<file path="config.mk">
export PLATFORM = sky130hd
export DESIGN_NAME = fixed_slot_bag_table
export DESIGN_NICKNAME = d
export VERILOG_FILES = /design/src/hw/rtl/fsbt_pkg.sv /design/src/hw/rtl/fixed_slot_bag_table.sv /design/src/hw/rtl/fsbt_front.sv /design/src/hw/rtl/fsbt_queue.sv /design/src/hw/rtl/fsbt_back.sv
export SDC_FILE = /design/constraint.sdc
export NUM_CORES = 1
export LEC_CHECK = 0
export ABC_CLOCK_PERIOD_IN_PS = 3750
export BUFFER_PORTS_ARGS = -buffer_cell sky130_fd_sc_hd__buf_2
export CAP_MARGIN = 10
export CORE_ASPECT_RATIO = 0.8
export CORE_MARGIN = 3
export CORE_UTILIZATION = 36
export CTS_CLUSTER_SIZE = 30
export DETAILED_ROUTE_END_ITERATION = 8
export MAX_ROUTING_LAYER = met4
export SLEW_MARGIN = 15
export SYNTH_ARGS = -nofsm -noshare
export SYNTH_HDL_FRONTEND = slang
export SYNTH_HIERARCHICAL = 1
export SYNTH_SLANG_ARGS = --single-unit
export TNS_END_PERCENT = 20
</file>
<file path="constraint.sdc">
create_clock -name clk_i -period 3.75 [get_ports clk_i]
set_input_delay 0.5625 -clock clk_i [delete_from_list [all_inputs] [get_ports clk_i]]
set_output_delay 0.5625 -clock clk_i [all_outputs]
set_load 0.02 [all_outputs]
</file>
<file path="src/hw/rtl/fsbt_pkg.sv">
// Types, constants and helpers shared by the slot bag table modules.
`timescale 1ns / 1ps
package fsbt_pkg;

  localparam int SLOTS   = 16;
  localparam int VALUE_W = 32;
  localparam int KIND_W  = 2;
  localparam int COUNT_W = 5;
  localparam int COUNT_MAX = 31;
  localparam int CNT_W   = $clog2(SLOTS + 1);
  localparam int COUNT_LIMIT = (SLOTS > COUNT_MAX) ? COUNT_MAX : SLOTS;

  // Request queue between the front and the back.
  localparam int QDEPTH  = 2;
  localparam int QPTR_W  = (QDEPTH > 1) ? $clog2(QDEPTH) : 1;
  localparam int QCNT_W  = $clog2(QDEPTH + 1);

  // Words that can be inside the block at once: queue, back end, output register.
  localparam int CAP     = QDEPTH + 2;
  localparam int OUTS_W  = $clog2(CAP + 1);

  localparam logic [KIND_W-1:0] KIND_INSERT = 2'd0;
  localparam logic [KIND_W-1:0] KIND_CHECK  = 2'd1;
  localparam logic [KIND_W-1:0] KIND_DELETE = 2'd2;

  typedef enum logic [1:0] {
    OP_INSERT,
    OP_CHECK,
    OP_DELETE,
    OP_NONE
  } op_e;

  typedef enum logic {
    ST_IDLE,
    ST_COMMIT
  } back_state_e;

  typedef struct packed {
    op_e                op;
    logic [VALUE_W-1:0] value;
  } fsbt_req_t;

  // Clamp the occupancy to what the count field can carry.
  function automatic logic [COUNT_W-1:0] sat_count(input logic [CNT_W-1:0] c);
    logic [31:0] wide;
    wide = 32'(c);
    if (wide > 32'(COUNT_MAX)) begin
      return COUNT_W'(COUNT_MAX);
    end
    return COUNT_W'(c);
  endfunction

endpackage

</file>
<file path="src/hw/rtl/fixed_slot_bag_table.sv">
// Top level of the slot bag table: front, request queue and back end.
`timescale 1ns / 1ps
// A bag of 16 slots of 32 bits, where a slot holding zero is empty; reset
// empties every slot at once, so the block takes words from the first cycle
// after reset with no clearing pass. Each input word names an operation
// (insert into the lowest empty slot, check membership, delete the lowest
// matching slot; any other kind code changes nothing) and a value, and gives
// exactly one result word with the success flag and the number of non-empty
// slots after the operation. The back end takes each word through ST_IDLE,
// which compares the value against all slots in parallel and registers the
// match vector, then ST_COMMIT, which picks the lowest match, updates the
// slot array and the running count, and loads the result register; it waits
// in ST_COMMIT while a result is stalled. So the back end takes a new word
// only after committing the last one, and a word passes the queue, the match
// and the result registers before its result shows. A two-entry queue sits
// between the input side and the back end, and the result register frees the
// back end on the same edge that a stalled result is taken. While a result
// waits, the back end can still take one word and the queue two more, so the
// input stalls only after three further words.
module fixed_slot_bag_table import fsbt_pkg::*; (
  input  logic                      clk_i,
  input  logic                      rst_ni,
  input  logic                      in_valid_i,
  output logic                      in_stall_o,
  input  logic [KIND_W-1:0]         kind_i,
  input  logic signed [VALUE_W-1:0] value_i,
  output logic                      out_valid_o,
  input  logic                      out_stall_i,
  output logic                      ok_o,
  output logic [COUNT_W-1:0]        count_o
);

  // Front to queue.
  logic      push;
  logic      full;
  fsbt_req_t req;

  // Queue to back end.
  logic      q_valid;
  logic      q_pop;
  fsbt_req_t q_head;

  // Classifies the kind code and offers the word to the queue.
  fsbt_front u_front (
    .clk_i      (clk_i),
    .rst_ni     (rst_ni),
    .in_valid_i (in_valid_i),
    .in_stall_o (in_stall_o),
    .kind_i     (kind_i),
    .value_i    (value_i),
    .full_i     (full),
    .push_o     (push),
    .req_o      (req)
  );

  // Holds up to two classified words until the back end is free.
  fsbt_queue u_queue (
    .clk_i   (clk_i),
    .rst_ni  (rst_ni),
    .push_i  (push),
    .req_i   (req),
    .full_o  (full),
    .pop_i   (q_pop),
    .valid_o (q_valid),
    .head_o  (q_head)
  );

  // Owns the slot array and produces the result words.
  fsbt_back u_back (
    .clk_i       (clk_i),
    .rst_ni      (rst_ni),
    .q_valid_i   (q_valid),
    .q_head_i    (q_head),
    .q_pop_o     (q_pop),
    .out_valid_o (out_valid_o),
    .out_stall_i (out_stall_i),
    .ok_o        (ok_o),
    .count_o     (count_o)
  );

endmodule

</file>
<file path="src/hw/rtl/fsbt_front.sv">
// Input side of the slot bag table: takes words and classifies the operation.
`timescale 1ns / 1ps
module fsbt_front import fsbt_pkg::*; (
  input  logic                      clk_i,
  input  logic                      rst_ni,
  input  logic                      in_valid_i,
  output logic                      in_stall_o,
  input  logic [KIND_W-1:0]         kind_i,
  input  logic signed [VALUE_W-1:0] value_i,
  input  logic                      full_i,
  output logic                      push_o,
  output fsbt_req_t                 req_o
);

  op_e op;

  // Unused kind codes become a no-op that only reports the count.
  always_comb begin
    unique case (kind_i)
      KIND_INSERT: op = OP_INSERT;
      KIND_CHECK:  op = OP_CHECK;
      KIND_DELETE: op = OP_DELETE;
      default:     op = OP_NONE;
    endcase
  end

  assign in_stall_o  = full_i;
  assign push_o      = in_valid_i & ~full_i;
  assign req_o.op    = op;
  assign req_o.value = VALUE_W'(unsigned'(value_i));

  // The front holds no state of its own; clock and reset are kept for the
  // uniform port set of the block's parts.
  logic unused_ok;
  assign unused_ok = clk_i ^ rst_ni;

endmodule

</file>
<file path="src/hw/rtl/fsbt_queue.sv">
// Short request queue that decouples the front from the back.
`timescale 1ns / 1ps
module fsbt_queue import fsbt_pkg::*; (
  input  logic      clk_i,
  input  logic      rst_ni,
  input  logic      push_i,
  input  fsbt_req_t req_i,
  output logic      full_o,
  input  logic      pop_i,
  output logic      valid_o,
  output fsbt_req_t head_o
);

  fsbt_req_t          mem_q [QDEPTH];
  logic [QPTR_W-1:0]  wr_q, wr_d;
  logic [QPTR_W-1:0]  rd_q, rd_d;
  logic [QCNT_W-1:0]  cnt_q, cnt_d;
  logic               do_push, do_pop;

  assign full_o  = (cnt_q == QCNT_W'(QDEPTH));
  assign valid_o = (cnt_q != '0);
  assign head_o  = mem_q[rd_q];
  assign do_push = push_i & ~full_o;
  assign do_pop  = pop_i & valid_o;

  always_comb begin
    wr_d  = wr_q;
    rd_d  = rd_q;
    cnt_d = cnt_q;
    if (do_push) begin
      wr_d = (wr_q == QPTR_W'(QDEPTH - 1)) ? '0 : wr_q + QPTR_W'(1);
    end
    if (do_pop) begin
      rd_d = (rd_q == QPTR_W'(QDEPTH - 1)) ? '0 : rd_q + QPTR_W'(1);
    end
    if (do_push && !do_pop) begin
      cnt_d = cnt_q + QCNT_W'(1);
    end else if (do_pop && !do_push) begin
      cnt_d = cnt_q - QCNT_W'(1);
    end
  end

  always_ff @(posedge clk_i or negedge rst_ni) begin
    if (!rst_ni) begin
      wr_q  <= '0;
      rd_q  <= '0;
      cnt_q <= '0;
    end else begin
      wr_q  <= wr_d;
      rd_q  <= rd_d;
      cnt_q <= cnt_d;
    end
  end

  always_ff @(posedge clk_i) begin
    if (do_push) begin
      mem_q[wr_q] <= req_i;
    end
  end

endmodule

</file>
<file path="src/hw/rtl/fsbt_back.sv">
// Execution side of the slot bag table: slot array, match, commit and result register.
`timescale 1ns / 1ps
module fsbt_back import fsbt_pkg::*; (
  input  logic               clk_i,
  input  logic               rst_ni,
  input  logic               q_valid_i,
  input  fsbt_req_t          q_head_i,
  output logic               q_pop_o,
  output logic               out_valid_o,
  input  logic               out_stall_i,
  output logic               ok_o,
  output logic [COUNT_W-1:0] count_o
);

  back_state_e        state_q, state_d;
  logic [VALUE_W-1:0] slots_q [SLOTS];
  logic [VALUE_W-1:0] slots_d [SLOTS];
  logic [CNT_W-1:0]   cnt_q, cnt_d;
  op_e                op_q;
  logic [VALUE_W-1:0] value_q;
  logic [SLOTS-1:0]   hit_q, hit_d, first;
  logic [VALUE_W-1:0] key;
  logic               found, nonzero, commit, out_free;
  logic               out_valid_q, out_valid_d;
  logic               ok_q, ok_d;
  logic [COUNT_W-1:0] count_q;

  // Insert looks for an empty slot; check and delete look for the value.
  always_comb begin
    key = (q_head_i.op == OP_INSERT) ? '0 : q_head_i.value;
    for (int i = 0; i < SLOTS; i++) begin
      hit_d[i] = (slots_q[i] == key);
    end
  end

  assign out_free = ~out_valid_q | ~out_stall_i;

  always_comb begin
    state_d = state_q;
    q_pop_o = 1'b0;
    commit  = 1'b0;
    unique case (state_q)
      ST_IDLE: begin
        q_pop_o = q_valid_i;
        if (q_valid_i) begin
          state_d = ST_COMMIT;
        end
      end
      ST_COMMIT: begin
        if (out_free) begin
          commit  = 1'b1;
          state_d = ST_IDLE;
        end
      end
    endcase
  end

  assign first   = hit_q & (~hit_q + SLOTS'(1));
  assign found   = |hit_q;
  assign nonzero = |value_q;

  always_comb begin
    slots_d = slots_q;
    cnt_d   = cnt_q;
    ok_d    = found & (op_q != OP_NONE);
    if (op_q == OP_INSERT) begin
      for (int i = 0; i < SLOTS; i++) begin
        if (first[i]) begin
          slots_d[i] = value_q;
        end
      end
      if (found && nonzero) begin
        cnt_d = cnt_q + CNT_W'(1);
      end
    end else if (op_q == OP_DELETE) begin
      for (int i = 0; i < SLOTS; i++) begin
        if (first[i]) begin
          slots_d[i] = '0;
        end
      end
      if (found && nonzero) begin
        cnt_d = cnt_q - CNT_W'(1);
      end
    end
  end

  always_comb begin
    out_valid_d = out_valid_q;
    if (commit) begin
      out_valid_d = 1'b1;
    end else if (out_valid_q && !out_stall_i) begin
      out_valid_d = 1'b0;
    end
  end

  always_ff @(posedge clk_i or negedge rst_ni) begin
    if (!rst_ni) begin
      state_q     <= ST_IDLE;
      cnt_q       <= '0;
      out_valid_q <= 1'b0;
      for (int i = 0; i < SLOTS; i++) begin
        slots_q[i] <= '0;
      end
    end else begin
      state_q     <= state_d;
      out_valid_q <= out_valid_d;
      if (commit) begin
        cnt_q   <= cnt_d;
        slots_q <= slots_d;
      end
    end
  end

  always_ff @(posedge clk_i) begin
    if (q_pop_o) begin
      op_q    <= q_head_i.op;
      value_q <= q_head_i.value;
      hit_q   <= hit_d;
    end
    if (commit) begin
      ok_q    <= ok_d;
      count_q <= sat_count(cnt_d);
    end
  end

  assign out_valid_o = out_valid_q;
  assign ok_o        = ok_q;
  assign count_o     = count_q;

endmodule

</file>
==> impl_metrics.toml <==
[worst_setup_path]
critPathMaxFanout = 34
worstPathRequired_ns = 4.18
crit_buf_inv = 2
ff2ff_path_depth = 8
cp-end-kind = "flip-flop"
worstSetupPathType = "reg -> reg"
start_kind = "flip-flop"
worstPathArrival_ns = 3.99
crit_top_cell = "buf_12"
cp_top_family = "simple AND/OR/NAND/NOR gates"
path_depth = 8
crit_chain = "mux2_4 -> nor2_4 -> buf_12 -> buf_12 -> nor2_1 -> o32ai_1 -> nand4_1 -> nor4_1"
worst_path_largest_cell_delay_ns = 0.63
crit_slowest_cell = "dfrtp_2"

[cells_and_area]
fin_nets = 3421
drive_gt1_share_pct = 9.554
area_growth_pct = 11.25
finalInstanceArea_um2 = 37250
final_cell_mix = "567 x nand2_1, 522 x dfrtp_1, 514 x o21ai_0, 264 x xnor2_1, 253 x a31oi_1"
layoutNonFillerInstCount = 4648
final_common_cell = "nand2_1"
fillers = 8860

[timing]
tightest_slew_ns = 1.052
final_hold_viol_count = 0
fin_crit_sh_pct = 94.85
rsz0062_at_grt = "no"
max_freq_mhz = 281.1
fin_tns_setup_ns = 0
fin_crit_ns = 3.557
slew_violations = 0
max_slew_margin_pct = 29.73
setup_viol = 0
finClkSkew_ns = 0.03104

[power]
vdd_ir_drop_max_mv = 0.5361
p_per_area_nw_per_um2 = 814.3
leakagePower_nw = 13.57

[grt]
first_global_vias = 24340
grt_use_total_pct = 23.09
antenna_found_initial = 8
gr-total-overflow = 0
grt_max_degree = 102
grt_pass1_wl_um = 165100

[synthesis]
syn_inst = 3477
ys_seq_elements = 647
ys_warn_count = 6
synth_seq_area_share_pct = 50.20
post_synth.cell_area_avg_um2 = 9.631
synth_cell_types = 54
syn_nets = 3518
syn_area_um2 = 33490
ys.flop_type = "dfrtp_1"
synthArstFlopShare_pct = 80.83
synth_edf_count = 124

[drt]
vias = 27500
wl_um = 110400
drc = 0
routedWlPerCell_um = 23.75
ant_nets = 0
drtPass1Iterations = 8
detail_route.vias_per_cell = 5.917
drt_iter0_drc = 3197

[placed_design]
place_congestion = 0.9387
dpl_cell_area_um2 = 34940
dp_hpwl_um = 74750
dp.cells = 4519
io_buffers = 45

[clock_tree]
clock_sinks = 647
clockBufferDepth = 3
cts_tree = "done"
cts_root_buf = "clkbuf_16"
clkLatencyLatePin_ns = 0.64
cts_resized = 0
numCtsBuffers = 70
htreeDepth = 3
cts_setup_buffers = 0
clkTransAtPathRegs_ns = 0.06

[min_path]
hold_depth = 1
hold_path_class = "in -> reg"

[floorplanning]
die_h_um = 278.8
die_x_um = 347.0
pin_count = 46
core-area_um2 = 91660
dieArea_um2 = 96730
start_util_pct = 36.53
rows = 99

[run]
maxCapViolations = 0

[status]
outcome = "complete, no violations"
==> power breakdown <==
part	internal, mW	total (mW)	switching, mW
clock network	4.11	7.07	2.96
logic	4.46	12.8	8.33
registers	8.88	10.5	1.60
total	17.4	30.3	12.9
==> flip-flops by register name, summed over array words and instances (netlist names) <==
name,count
u_back/cnt_q,5
u_queue/rd_q,1
u_queue/mem_q,68
u_back/ok_o,1
u_back/out_valid_o,1
u_queue/cnt_q,2
u_back/value_q,32
u_queue/wr_q,1
u_back/slots_q,512
u_back/state_q,1
u_back/hit_q,16
u_back/op_q,2
u_back/count_o,5
==> cells by family after synthesis <==
| family | Yosys count | share of synthesized area, % |
|---|---|---|
| flops | 647 | 50.20 |
| buf+inv | 346 | 4.510 |
| compound gates | 1032 | 19.30 |
| mux | 36 | 1.558 |
| fa+ha+maj | 3 | 0.1121 |
| simple gates | 1145 | 17.31 |
| xor+xnor | 268 | 7.010 |
==> through the flow <==
step,power (mW),util [%],setup slack [ns],hold slack [ns]
after floorplan,18.24,-,0.9758,0.2669
after global placement,22.88,38.11,0.2881,0.4715
after detailed placement,23.00,38.11,0.2649,0.4759
after CTS,30.14,40.63,0.2599,0.09125
after global routing,31.79,40.64,0.08150,0.1084
final,30.34,40.64,0.1931,0.1216
==> final timing paths <==
check | slack (ns) | end | from
worst max-delay path | 0.19 | u_back/hit_q[6]$_DFFE_PP_ | u_queue/rd_q$_DFFE_PN0P_
worst min-delay path | 0.12 | u_queue/mem_q[0][18]$_DFFE_PP_ | value_i[18]
worst max register to register | 0.19 | u_back/hit_q[6]$_DFFE_PP_ | u_queue/rd_q$_DFFE_PN0P_
worst min register to register | 0.49 | u_queue/cnt_q[1]$_DFFE_PN0P_ | u_queue/cnt_q[1]$_DFFE_PN0P_
max in group asynchronous | 2.23 | u_back/slots_q[334]$_DFFE_PN0P_ | rst_ni
min in group asynchronous | 0.49 | u_back/slots_q[503]$_DFFE_PN0P_ | rst_ni
==> worst reg2reg max path: stages (launching register included) <==
cell and delay, ns:
dfrtp_2 0.63, mux2_4 0.37, nor2_4 0.13, buf_12 0.22, buf_12 0.24, nor2_1 0.26
o32ai_1 0.53, nand4_1 0.58, nor4_1 0.42
==> routing by layer <==
layer / up-vias / routed length, um / GRT usage, % / share of wire (%)
met5: - / 0 / - / 0
met4: 0 / 3194 / 6.265 / 2.9
met3: 167 / 11320 / 5.072 / 10
met2: 1216 / 44680 / 30.97 / 40
met1: 13570 / 51210 / 34.67 / 46
li1: 12550 / - / - / -
==> synthesized netlist by cell type (3+ instances only) <==
master | instances | share of area [%]
xnor2_1 | 264 | 6.9
nand2_1 | 570 | 6.4
buf_1 | 33 | 0.37
nand4b_1 | 5 | 0.13
a21oi_1 | 5 | 0.075
nand3_1 | 7 | 0.10
mux2_2 | 5 | 0.17
nand3b_1 | 3 | 0.067
buf_4 | 33 | 0.74
o32ai_1 | 252 | 6.6
buf_2 | 25 | 0.37
nor3b_1 | 181 | 4.1
inv_1 | 11 | 0.12
mux2_4 | 31 | 1.4
a31oi_1 | 253 | 4.7
nor2_1 | 174 | 2.0
o21ai_0 | 514 | 7.7
nand3_2 | 3 | 0.090
buf_12 | 3 | 0.18
edfxtp_1 | 124 | 11
nor4bb_1 | 58 | 1.7
dfrtp_1 | 523 | 39
nor4_1 | 25 | 0.47
xor2_1 | 4 | 0.10
ha_1 | 3 | 0.11
nand4_1 | 66 | 1.2
nor3_1 | 15 | 0.22
nand2b_1 | 20 | 0.37
clkbuf_1 | 240 | 2.7
==> repair_timing <==
action,CTS,global route
endpoints found under the hold margin,54,0
endpoints found under the setup margin,0,0
hold buffers,1,0
==> area by class of cell <==
cell class	count	area [um^2]	area share, %
flip-flops and latches	647	16810	45.13
multi-input cells	2484	15220	40.85
clock buffers	91	1966	5.276
well taps	1212	1516	4.071
repair buffers	166	1359	3.647
clock inverters	34	335.3	0.9001
inverters	11	41.29	0.1108
diodes	3	7.507	0.02015
Power figures use the tool's default switching activity.
